File: src/hdl/markup_tag_text_tokenizer_core_macros.svh
// assertion helpers for the tokenizer core
`ifndef MARKUP_TAG_TEXT_TOKENIZER_CORE_MACROS_SVH
`define MARKUP_TAG_TEXT_TOKENIZER_CORE_MACROS_SVH

`ifndef NO_ASSERTIONS

`define MTTT_ASSERT_IMP(lbl, clk, rst, ante, cons, msg) \
   lbl: assert property (@(posedge clk) disable iff (rst) (ante) |-> (cons)) \
      else $error(msg);

`define MTTT_ASSERT_NEXT(lbl, clk, rst, ante, cons, msg) \
   lbl: assert property (@(posedge clk) disable iff (rst) (ante) |=> (cons)) \
      else $error(msg);

`define MTTT_ASSERT_NEVER(lbl, clk, rst, expr, msg) \
   lbl: assert property (@(posedge clk) disable iff (rst) !(expr)) \
      else $error(msg);

`else

`define MTTT_ASSERT_IMP(lbl, clk, rst, ante, cons, msg)

`define MTTT_ASSERT_NEXT(lbl, clk, rst, ante, cons, msg)

`define MTTT_ASSERT_NEVER(lbl, clk, rst, expr, msg)

`endif

`endif

File: src/hdl/mttt_pkg.sv
package mttt_pkg;

   localparam logic [6:0] NAME_MAX = 7'd127;
   localparam logic [6:0] TEXT_MAX = 7'd127;

   localparam logic [7:0] CHAR_LT    = 8'h3C;
   localparam logic [7:0] CHAR_SLASH = 8'h2F;
   localparam logic [7:0] CHAR_GT    = 8'h3E;
   localparam logic [7:0] CHAR_DASH  = 8'h2D;
   localparam logic [7:0] CHAR_LF    = 8'h0A;
   localparam logic [7:0] CHAR_SPACE = 8'h20;

   localparam logic [1:0] KIND_OPEN  = 2'd0;
   localparam logic [1:0] KIND_CLOSE = 2'd1;
   localparam logic [1:0] KIND_TEXT  = 2'd2;

   typedef enum logic [2:0] {
      MODE_TEXT_TRIM  = 3'd0,
      MODE_TEXT       = 3'd1,
      MODE_OPEN_TRIM  = 3'd2,
      MODE_SLASH_TRIM = 3'd3,
      MODE_NAME       = 3'd4,
      MODE_SKIP       = 3'd5
   } mode_type;

   typedef struct packed {
      logic       valid;
      logic       cmd;
      logic [7:0] byte_in;
   } item_type;

   typedef struct packed {
      logic       valid;
      logic [1:0] kind;
      logic       has_char;
      logic [7:0] char_out;
      logic       last;
   } result_type;

   function automatic logic is_space(input logic [7:0] c);
      return (c == CHAR_SPACE) || ((c >= 8'd9) && (c <= 8'd13));
   endfunction

   function automatic logic is_alpha(input logic [7:0] c);
      return ((c >= 8'h61) && (c <= 8'h7A)) || ((c >= 8'h41) && (c <= 8'h5A));
   endfunction

   function automatic logic is_name_rest(input logic [7:0] c);
      return is_alpha(c) || ((c >= 8'h30) && (c <= 8'h39)) || (c == CHAR_DASH);
   endfunction

endpackage

File: src/hdl/markup_tag_text_tokenizer_core.sv
// Markup tokenizer: one byte (or an end-of-buffer marker) per transfer in, at most one token
// character per transfer out, tagged open tag, close tag or text, with tlast on the final
// transfer of each token. A new byte is taken every cycle while the result is not stalled; a
// byte passes from the input register through the combinational scanner step into the result
// register, and a stalled result holds back input only once both registers are full. Output
// trails input by one character, since the newest character is held until the next byte or
// the token end shows whether it is the last; send an end-of-buffer marker to flush the final
// token.
module markup_tag_text_tokenizer_core (
   input  logic       clock,
   input  logic       reset,
   input  logic       req_tvalid,
   output logic       req_tready,
   input  logic [7:0] req_tdata,   // [7:0] byte_in
   input  logic       req_tuser,   // [0] cmd
   output logic       rsp_tvalid,
   input  logic       rsp_tready,
   output logic [7:0] rsp_tdata,   // [7:0] char_out
   output logic [2:0] rsp_tuser,   // [1:0] kind, [2] has_char
   output logic       rsp_tlast
);
   import mttt_pkg::*;

   item_type   item;
   result_type res;
   logic       stage_ready;
   logic       advance;
   logic [1:0] kind;
   logic       has_char;

   assign advance = item.valid && stage_ready;

   mttt_in_reg u_in_reg (
      .clock      (clock),
      .reset      (reset),
      .req_tvalid (req_tvalid),
      .req_tready (req_tready),
      .cmd        (req_tuser),
      .byte_in    (req_tdata),
      .advance    (advance),
      .item       (item)
   );

   mttt_fsm u_fsm (
      .clock (clock),
      .reset (reset),
      .item  (item),
      .fire  (advance),
      .res   (res)
   );

   mttt_out_reg u_out_reg (
      .clock       (clock),
      .reset       (reset),
      .load        (advance && res.valid),
      .res         (res),
      .stage_ready (stage_ready),
      .rsp_tvalid  (rsp_tvalid),
      .rsp_tready  (rsp_tready),
      .kind        (kind),
      .has_char    (has_char),
      .char_out    (rsp_tdata),
      .token_last  (rsp_tlast)
   );

   assign rsp_tuser = {has_char, kind};

endmodule

File: src/hdl/mttt_in_reg.sv
module mttt_in_reg (
   input  logic               clock,
   input  logic               reset,
   input  logic               req_tvalid,
   output logic               req_tready,
   input  logic               cmd,
   input  logic [7:0]         byte_in,
   input  logic               advance,
   output mttt_pkg::item_type item
);
   import mttt_pkg::*;

   logic       valid_ff, valid_in;
   logic       cmd_ff;
   logic [7:0] byte_ff;

   // slot frees up when the held item moves on this cycle
   assign req_tready = !valid_ff || advance;
   assign valid_in   = req_tready ? req_tvalid : valid_ff;

   always_ff @(posedge clock) begin
      if (reset) begin
         valid_ff <= 1'b0;
      end else begin
         valid_ff <= valid_in;
      end
   end

   always_ff @(posedge clock) begin
      if (req_tvalid && req_tready) begin
         cmd_ff  <= cmd;
         byte_ff <= byte_in;
      end
   end

   assign item.valid   = valid_ff;
   assign item.cmd     = cmd_ff;
   assign item.byte_in = byte_ff;

endmodule

File: src/hdl/mttt_fsm.sv
`include "markup_tag_text_tokenizer_core_macros.svh"

module mttt_fsm (
   input  logic                 clock,
   input  logic                 reset,
   input  mttt_pkg::item_type   item,
   input  logic                 fire,
   output mttt_pkg::result_type res
);
   import mttt_pkg::*;

   mode_type   mode_ff, mode_in;
   logic       close_ff, close_in;
   logic [7:0] held_char_ff, held_char_in;
   logic       held_valid_ff, held_valid_in;
   logic [6:0] len_ff, len_in;

   always_ff @(posedge clock) begin
      if (reset) begin
         mode_ff       <= MODE_TEXT_TRIM;
         close_ff      <= 1'b0;
         held_char_ff  <= 8'd0;
         held_valid_ff <= 1'b0;
         len_ff        <= 7'd0;
      end else if (fire) begin
         mode_ff       <= mode_in;
         close_ff      <= close_in;
         held_char_ff  <= held_char_in;
         held_valid_ff <= held_valid_in;
         len_ff        <= len_in;
      end
   end

   always_comb begin
      logic       take_en;
      logic [1:0] take_kind;
      logic [7:0] take_char;
      logic [6:0] take_limit;
      logic       fin_en;
      logic [1:0] fin_kind;
      logic       clr_en;
      logic       start_name;
      logic [1:0] name_kind;
      logic [7:0] c;
      logic [7:0] base_hc;
      logic       base_hv;
      logic [6:0] base_len;

      c          = item.byte_in;
      mode_in    = mode_ff;
      close_in   = close_ff;
      take_en    = 1'b0;
      take_kind  = KIND_TEXT;
      take_char  = c;
      take_limit = TEXT_MAX;
      fin_en     = 1'b0;
      fin_kind   = close_ff ? KIND_CLOSE : KIND_OPEN;
      clr_en     = 1'b0;
      start_name = 1'b0;

      if (item.cmd) begin
         // end of buffer flushes whatever token is pending
         if (mode_ff == MODE_TEXT) begin
            fin_en   = held_valid_ff;
            fin_kind = KIND_TEXT;
         end else if (mode_ff == MODE_NAME || mode_ff == MODE_OPEN_TRIM ||
                      mode_ff == MODE_SLASH_TRIM) begin
            fin_en = 1'b1;
         end
      end else begin
         unique case (mode_ff)
            MODE_TEXT: begin
               if (c == CHAR_LT) begin
                  fin_en   = held_valid_ff;
                  fin_kind = KIND_TEXT;
                  mode_in  = MODE_OPEN_TRIM;
               end else begin
                  take_en   = 1'b1;
                  take_char = (c == CHAR_LF) ? CHAR_SPACE : c;
               end
            end
            MODE_OPEN_TRIM: begin
               if (!is_space(c)) begin
                  if (c == CHAR_SLASH) begin
                     close_in = 1'b1;
                     mode_in  = MODE_SLASH_TRIM;
                  end else begin
                     close_in   = 1'b0;
                     start_name = 1'b1;
                  end
               end
            end
            MODE_SLASH_TRIM: begin
               if (!is_space(c)) begin
                  start_name = 1'b1;
               end
            end
            MODE_NAME: begin
               if (is_name_rest(c)) begin
                  take_en    = 1'b1;
                  take_kind  = close_ff ? KIND_CLOSE : KIND_OPEN;
                  take_limit = NAME_MAX;
               end else begin
                  fin_en  = 1'b1;
                  mode_in = (c == CHAR_GT) ? MODE_TEXT_TRIM : MODE_SKIP;
               end
            end
            MODE_SKIP: begin
               if (c == CHAR_GT) begin
                  mode_in = MODE_TEXT_TRIM;
               end
            end
            default: begin
               // leading trim of a text run
               if (!is_space(c)) begin
                  clr_en = 1'b1;
                  if (c == CHAR_LT) begin
                     mode_in = MODE_OPEN_TRIM;
                  end else begin
                     mode_in = MODE_TEXT;
                     take_en = 1'b1;
                  end
               end
            end
         endcase
      end

      // first character after the tag opener decides on a name
      name_kind = close_in ? KIND_CLOSE : KIND_OPEN;
      if (start_name) begin
         clr_en = 1'b1;
         if (is_alpha(c)) begin
            mode_in    = MODE_NAME;
            take_en    = 1'b1;
            take_kind  = name_kind;
            take_limit = NAME_MAX;
         end else begin
            mode_in  = (c == CHAR_GT) ? MODE_TEXT_TRIM : MODE_SKIP;
            fin_en   = 1'b1;
            fin_kind = name_kind;
         end
      end

      base_hc  = clr_en ? 8'd0 : held_char_ff;
      base_hv  = clr_en ? 1'b0 : held_valid_ff;
      base_len = clr_en ? 7'd0 : len_ff;

      held_char_in  = base_hc;
      held_valid_in = base_hv;
      len_in        = base_len;

      res.valid    = 1'b0;
      res.kind     = take_kind;
      res.has_char = 1'b1;
      res.char_out = base_hc;
      res.last     = 1'b0;

      if (take_en) begin
         // past the limit the character is dropped
         if (base_len < take_limit) begin
            res.valid     = base_hv;
            held_char_in  = take_char;
            held_valid_in = 1'b1;
            len_in        = base_len + 7'd1;
         end
      end else if (fin_en) begin
         res.valid     = 1'b1;
         res.kind      = fin_kind;
         res.has_char  = base_hv;
         res.char_out  = base_hv ? base_hc : 8'd0;
         res.last      = 1'b1;
         held_char_in  = 8'd0;
         held_valid_in = 1'b0;
         len_in        = 7'd0;
      end

      if (item.cmd) begin
         mode_in       = MODE_TEXT_TRIM;
         close_in      = 1'b0;
         held_char_in  = 8'd0;
         held_valid_in = 1'b0;
         len_in        = 7'd0;
      end
   end

   `MTTT_ASSERT_IMP(a_nameless_ends_tag, clock, reset, fire && res.valid && !res.has_char, res.last && (res.kind != KIND_TEXT), "result without character must end a tag token")
   `MTTT_ASSERT_NEVER(a_idle_modes_hold_nothing, clock, reset, (mode_ff == MODE_TEXT_TRIM || mode_ff == MODE_SKIP) && held_valid_ff, "held character outside a token")
   `MTTT_ASSERT_IMP(a_held_counts, clock, reset, held_valid_ff, len_ff != 7'd0, "held character with zero token length")
   `MTTT_ASSERT_NEXT(a_flush_resets, clock, reset, fire && item.cmd, (mode_ff == MODE_TEXT_TRIM) && !held_valid_ff && (len_ff == 7'd0) && !close_ff, "end of buffer did not return to reset state")

endmodule

File: src/hdl/mttt_out_reg.sv
module mttt_out_reg (
   input  logic                 clock,
   input  logic                 reset,
   input  logic                 load,
   input  mttt_pkg::result_type res,
   output logic                 stage_ready,
   output logic                 rsp_tvalid,
   input  logic                 rsp_tready,
   output logic [1:0]           kind,
   output logic                 has_char,
   output logic [7:0]           char_out,
   output logic                 token_last
);
   import mttt_pkg::*;

   logic       valid_ff, valid_in;
   logic [1:0] kind_ff;
   logic       has_ff;
   logic [7:0] char_ff;
   logic       last_ff;

   // can take a new result when empty or when the current one transfers now
   assign stage_ready = !valid_ff || rsp_tready;
   assign valid_in    = load ? 1'b1 : (rsp_tready ? 1'b0 : valid_ff);

   always_ff @(posedge clock) begin
      if (reset) begin
         valid_ff <= 1'b0;
      end else begin
         valid_ff <= valid_in;
      end
   end

   always_ff @(posedge clock) begin
      if (load) begin
         kind_ff <= res.kind;
         has_ff  <= res.has_char;
         char_ff <= res.char_out;
         last_ff <= res.last;
      end
   end

   assign rsp_tvalid = valid_ff;
   assign kind       = kind_ff;
   assign has_char   = has_ff;
   assign char_out   = char_ff;
   assign token_last = last_ff;

endmodule
File: config.mk
export PLATFORM = sky130hd
export DESIGN_NAME = markup_tag_text_tokenizer_core
export DESIGN_NICKNAME = d
export VERILOG_FILES = /design/src/hdl/mttt_pkg.sv /design/src/hdl/markup_tag_text_tokenizer_core.sv /design/src/hdl/mttt_in_reg.sv /design/src/hdl/mttt_fsm.sv /design/src/hdl/mttt_out_reg.sv
export VERILOG_INCLUDE_DIRS = /design/src /design/src/hdl
export SDC_FILE = /design/constraint.sdc
export NUM_CORES = 1
export LEC_CHECK = 0
export BUFFER_PORTS_ARGS = -buffer_cell sky130_fd_sc_hd__buf_4
export CAP_MARGIN = 20
export CORE_ASPECT_RATIO = 0.8
export CORE_UTILIZATION = 39
export CTS_BUF_LIST = sky130_fd_sc_hd__clkbuf_4 sky130_fd_sc_hd__clkbuf_8
export DETAILED_ROUTE_END_ITERATION = 12
export SKIP_CTS_REPAIR_TIMING = 1
export SLEW_MARGIN = 20
export SYNTH_ARGS = -nofsm -noshare
export SYNTH_HDL_FRONTEND = slang
export SYNTH_SLANG_ARGS = --single-unit
File: constraint.sdc
create_clock -name clock -period 4.3 [get_ports clock]
set_input_delay 0.215 -clock clock [delete_from_list [all_inputs] [get_ports clock]]
set_output_delay 0.215 -clock clock [all_outputs]
set_load 0.01 [all_outputs]
==> summary.txt, run 1 <==
Flow run
  – Max cap viols: 0

Logic synthesis
  – Top-count cell post-synth: nor2_1
  – Post-synth top cells: 25 x nor2_1, 22 x dfxtp_1, 21 x edfxtp_1
  – Netlist Area Pre-Place: 0.002380 mm²
  – Area leader, netlist: edfxtp_1
  – Register area share after synthesis: 45.01%
  – Syn_area_per_cell: 9.557 µm²
  – Synth top area cells: edfxtp_1 26%, dfxtp_1 19%, nor2_1 3.9%
  – Yosys Warn Count: 0
  – Post-synthesis register bit count: 43
  – Top FF cell, synth: dfxtp_1
  – Yosys top cell area share: 26.50%
  – Ys async rst share: 0%
  – Post-synth EDFFs: 21
  – Post-Syn Nets: 265
  – Distinct cell type count after synthesis: 60
  – Cells after synthesis: 249

Critical path
  – Worst Path Required: 4.30 ns
  – Crit path capture type: flop
  – Worst setup path category: flop to flop
  – Max FO, Critical Path: 12
  – CP startpoint kind: flop
  – CP arrival: 3.25 ns
  – Cell depth of the worst flop-to-flop path: 9

CTS
  – # clock sinks: 43
  – Max clock buf depth: 2
  – Num CTS Buffers: 5
  – CTS tree: done
  – # H-tree levels: 2
  – CTS clock-pin slew for the worst setup and hold paths: 0.09 ns
  – Clk Tree Root Cell: clkbuf_8
  – Clock latency on the worst-skew pair: 0.30 ns

Placed design
  – Gpl congestion: 0.8457
  – Port bufs: 26
  – Post-DP Area: 0.002666 mm²
  – Detail Placement HPWL: 3805 µm
  – Pre-CTS WS: 1.133 ns

Global routing
  – Number of global-route vias before repair: 1752
  – All-Layer GR Usage: 18.10%
  – Gr ovfl total: 0
  – Initial antenna violation count: 0
  – Largest net degree at the start of global routing: 16
  – Global-route wire length before repair: 8797 µm

Min path
  – Hold/Removal Path Class: primary input to flop
  – Hold depth: 1

STA
  – Fin. Hold Viols: 0
  – Setup violators final: 0
  – Max-slew headroom at the worst pin: 38.90%
  – Final worst setup slack: 1.054 ns
  – Setup TNS: 0 ns
  – Worst slew pin tran: 0.9095 ns
  – Final period util: 75.49%
  – Slew Limit Fails: 0
  – Highest Clock Rate: 0.3081 GHz
  – Worst Clk Skew: 0.009266 ns
  – RSZ-0062 raised after global routing: false
  – Hold slack: 0.08402 ns
  – Final min period: 3.246 ns

Die
  – Ports: 27
  – Initial Utilization: 40.25%
  – Cell row count: 25
  – Die height: 71.87 µm
  – Die Wd: 89.34 µm
  – Die area: 0.006421 mm²
  – Core area: 0.005912 mm²

Power
  – Peak VDD IR: 0.0001501 V
  – Sequential Power Share: 57.6%
  – Clk network pwr share: 33.3%
  – Internal power: 581.3 µW
  – Logic pwr share: 9.2%
  – Pleak: 0.0009280 µW
  – PD cells: 285.3 mW/mm²
  – Sw frac: 26.06%
  – Switch Pwr: 204.9 µW

Cells and area
  – Area Growth Syn to Fin: 15.77%
  – Fin util: 46.60%
  – Design area: 0.002755 mm²
  – Layout cells sized above 1: 18.84%
  – Layout Nets: 291
  – ANT cells: 0

Route
  – Vias/cell: 5.443
  – # DRC: 0
  – First DRT Iteration DRCs: 157
  – ANT nets after route: 0
  – DR WL/cell: 14.56 µm
  – Vias post-DR: 1943
  – WL final: 5197 µm
  – Drt first pass iters: 4

Outcome
  – Status: finished clean
==> registers in the layout, indices dropped and copies added (netlist names) <==
| signal | flops |
|---|---|
| u_fsm.held_valid_ff | 1 |
| u_out_reg.kind | 2 |
| u_out_reg.char_out | 8 |
| u_out_reg.token_last | 1 |
| u_in_reg.cmd_ff | 1 |
| u_fsm.len_ff | 7 |
| u_out_reg.rsp_tvalid | 1 |
| u_in_reg.byte_ff | 8 |
| u_fsm.held_char_ff | 8 |
| u_in_reg.valid_ff | 1 |
| u_out_reg.has_char | 1 |
| u_fsm.close_ff | 1 |
| u_fsm.mode_ff | 3 |
==> metal layers <==
metal	part of all wire (%)	track usage, %	up-vias
li1	-	-	991
met1	52	28.51	877
met2	41	24.43	70
met3	5.7	3.456	5
met4	1.1	5.820	0
met5	0	0	-
==> worst paths after layout <==
kind                                      start  slack, ns                            endpoint
max               u_in_reg.byte_ff[4]$_DFFE_PP_       1.05     u_out_reg.char_out[3]$_DFFE_PP_
min                                req_tdata[5]       0.08       u_in_reg.byte_ff[5]$_DFFE_PP_
max reg2reg       u_in_reg.byte_ff[4]$_DFFE_PP_       1.05     u_out_reg.char_out[3]$_DFFE_PP_
min reg2reg  u_fsm.held_char_ff[5]$_SDFFE_PP0P_       0.46  u_fsm.held_char_ff[5]$_SDFFE_PP0P_
==> per-stage QoR <==
step / std cells / total power [µW]
6_report: 357 / 786.2
5_1_grt: 357 / 822.2
4_1_cts: 357 / 793.4
3_5_place_dp: 349 / 533.3
3_3_place_gp: 349 / 533.6
2_1_floorplan: 249 / 507.3
==> placed cells by master (no fill, tap or decap), types with 8 or more instances in the layout <==
| cell | n |
|---|---|
| edfxtp_1 | 21 |
| nand2_1 | 11 |
| o21ai_0 | 10 |
| nor2_1 | 25 |
| dfxtp_1 | 22 |
| inv_1 | 11 |
| and2_1 | 10 |
| buf_4 | 31 |
| a21oi_1 | 12 |
| o211ai_1 | 8 |
| nor3_1 | 8 |
==> worst max-delay path, stage by stage (launching register included) <==
cell and delay [ns]:
edfxtp_1 0.47, or4_4 0.58, a2111oi_4 0.51, nor3_1 0.21, a32oi_2 0.36, a21bo_2 0.30, inv_4 0.12, a21oi_1 0.05
nor2_1 0.12, buf_4 0.21
==> cells by family (layout without fill, tap and decap cells) <==
group / after synthesis / in the layout / synth area share [%]
xor gates and xnor gates: 2 / 2 / 0.7362
AOI/OAI and AO/OA: 78 / 78 / 24.71
DFF: 43 / 43 / 45.00
buffers and inverters: 24 / 51 / 4.206
muxes: 5 / 5 / 2.156
and+or+nand+nor: 94 / 94 / 21.61
adders and majority gates: 3 / 3 / 1.577
==> area by class of cell <==
cell class	instances	area, µm²
Timing Repair Buffer	31	232.7
Clock buffer	5	68.82
Tap cell	81	101.3
Sequential cell	43	1071
Fill cell	573	3157
Clock inverter	3	20.02
Multi-Input combinational cell	182	1214
Inverter	12	47.55
==> power by group through the flow <==
| stage | logic (µW) | clock network [µW] | registers (µW) |
|---|---|---|---|
| after floorplan | 55.9 | 0 | 451 |
| after global placement | 71.8 | 0 | 462 |
| after detailed placement | 71.2 | 0 | 462 |
| after CTS | 71.6 | 269 | 452 |
| after global routing | 79.2 | 288 | 455 |
| final | 72.0 | 261 | 453 |
(Power assumes the default switching activity.)
==> inputs of run 2 (changes only) <==
clock period = 3.2 ns   (was 4.3 ns; I/O delays follow)
==> run 2 against run 1 <==
  * Maximum frequency increased by 4.5%
  * Worst setup slack got worse by 0.96 ns
  * Register-to-register slack got worse by 0.96 ns
  * Via count increased by 5.8%
  * Combinational power increased by 60%
  * First-iteration DRC count decreased by 24%
  * Cell area increased by 5.6%
  * Critical path type unchanged
==> summary.txt, run 2 (same netlist as run 1, synthesis figures left out) <==
STA
  – Hold slack: 0.02936 ns (-0.05466 ns)
  – Highest Clock Rate: 0.3220 GHz (+4.5%)
  – Worst Clk Skew: 0.01023 ns (+0.0009630 ns)
  – Final min period: 3.105 ns (-0.1408 ns)
  – Worst slew pin tran: 0.8046 ns (-0.1049 ns)
  – Max-slew headroom at the worst pin: 45.60% (+6.7 points)
  – Setup violators final: 0 (unchanged)
  – Fin. Hold Viols: 0 (unchanged)
  – Final period util: 97.04% (+22 points)
  – Slew Limit Fails: 0 (unchanged)

Global routing
  – Gr ovfl total: 0 (unchanged)
  – All-Layer GR Usage: 18.13% (+0.031 points)
  – Number of global-route vias before repair: 1857 (+6.0%)
  – Initial antenna violation count: 0 (unchanged)
  – Largest net degree at the start of global routing: 15 (-1)
  – Global-route wire length before repair: 8935 µm (+1.6%)

Cells and area
  – Layout Nets: 304 (+4.5%)
  – Filler cells: 552 (-3.7%)
  – Area Growth Syn to Fin: 22.29%
  – Most common cell after layout, fill and taps aside: buf_4
  – Layout cells sized above 1: 23.53% (+4.7 points)
  – Register area: 0.001071 mm² (unchanged)
  – Fin util: 49.23% (+2.6 points)
  – ANT cells: 0 (unchanged)
  – Multi-input logic area: 0.001235 mm² (+1.8%)
  – Most frequent cells in the layout: 43 x buf_4, 24 x nor2_1, 22 x dfxtp_1

CTS
  – Clk Tree Root Cell: clkbuf_8
  – CTS tree: done
  – # H-tree levels: 2 (unchanged)
  – Clock latency on the worst-skew pair: 0.30 ns (about the same)
  – CTS clock-pin slew for the worst setup and hold paths: 0.09 ns (about the same)
  – # clock sinks: 43 (unchanged)
  – Max clock buf depth: 2 (unchanged)
  – Num CTS Buffers: 5 (unchanged)

Power
  – Peak VDD IR: 0.0002527 V (+68%)
  – Pleak: 0.001018 µW (+9.7%)
  – PD cells: 394.9 mW/mm² (+38%)

Die
  – Cell row count: 25 (unchanged)
  – Core area: 0.005912 mm² (unchanged)
  – Initial Utilization: 40.25% (unchanged)
  – Ports: 27 (unchanged)
  – Die Wd: 89.34 µm (unchanged)
  – Die height: 71.87 µm (unchanged)
  – Die area: 0.006421 mm² (unchanged)

Critical path
  – Worst Path Required: 3.21 ns (-1.09 ns)
  – WP buf/inv: 3 (+1)
  – Delay-heaviest family, CP: compound AO/OA/AOI/OAI gates
  – CP max-delay cell: or4_4
  – Max FO, Critical Path: 12 (unchanged)
  – Worst setup path category: flop to flop
  – CP startpoint kind: flop
  – Worst path max stage delay: 0.58 ns (about the same)
  – Crit path capture type: flop
  – CP arrival: 3.12 ns (-0.13 ns)
  – CP cell instances: or4_4 -> a2111oi_4 -> buf_4 -> nor3_1 -> a32oi_2 -> a21bo_2 -> inv_4 -> a21oi_1 -> nor2_2 -> buf_12

Outcome
  – Status: finished clean

Route
  – Vias post-DR: 2056 (+5.8%)
  – ANT nets after route: 0 (unchanged)
  – # DRC: 0 (unchanged)
  – First DRT Iteration DRCs: 119 (-24%)
  – Drt first pass iters: 4 (unchanged)
  – Vias/cell: 5.557 (+2.1%)
  – WL final: 5341 µm (+2.8%)
  – DR WL/cell: 14.44 µm (-0.84%)

Min path
  – Hold/Removal Path Class: primary input to flop

Placed design
  – Gpl congestion: 0.8860 (+4.8%)
  – Detail Placement HPWL: 4000 µm (+5.1%)
  – Port bufs: 26 (unchanged)

Flow run
  – Max cap viols: 0 (unchanged)
run 2: where the power goes:
group	leakage (µW)	internal, µW	switching [µW]	total (µW)
Clock	0.0000581	233	198	431
Sequential	0.000363	587	16.6	604
Combinational	0.000597	51.2	63.6	115
run 2: metal layers:
metal  track usage [%]  wire, µm  vias up
met4             4.938        40        0
met1             26.91      2716      973
li1                  -         -     1015
met3             4.839       352        5
met2             25.78      2233       63
met5                 0         0        -
run 2: stage by stage:
step	power (µW)	setup WS, ns	setup TNS, ns	area, µm²	std cells
2_1_floorplan	681.9	0.1390	0	2382	249
3_3_place_gp	727.2	0.1962	0	2764	360
3_5_place_dp	725.9	0.1102	0	2764	360
4_1_cts	1152	0.08740	0	2877	368
5_1_grt	1192	-0.007212	-0.06424	2910	370
6_report	1149	0.09466	0	2910	370
run 2: area by class of cell:
cell class	instances	area share [%]
Clock inverter	3	1.505
Clock buffer	5	2.365
Multi-Input combinational cell	182	42.43
Sequential cell	43	36.80
Inverter	12	1.634
Timing Repair Buffer	44	11.78
Tap cell	81	3.482
run 2: final timing paths:
path	slack [ns]	start	depth (start not counted)	end
hold / removal	0.03	req_tuser	1	u_in_reg.cmd_ff$_DFFE_PP_
setup / recovery	0.09	u_in_reg.byte_ff[4]$_DFFE_PP_	10	u_out_reg.char_out[3]$_DFFE_PP_
setup reg to reg	0.09	u_in_reg.byte_ff[4]$_DFFE_PP_	10	u_out_reg.char_out[3]$_DFFE_PP_
hold reg to reg	0.45	u_fsm.held_char_ff[1]$_SDFFE_PP0P_	2	u_fsm.held_char_ff[1]$_SDFFE_PP0P_
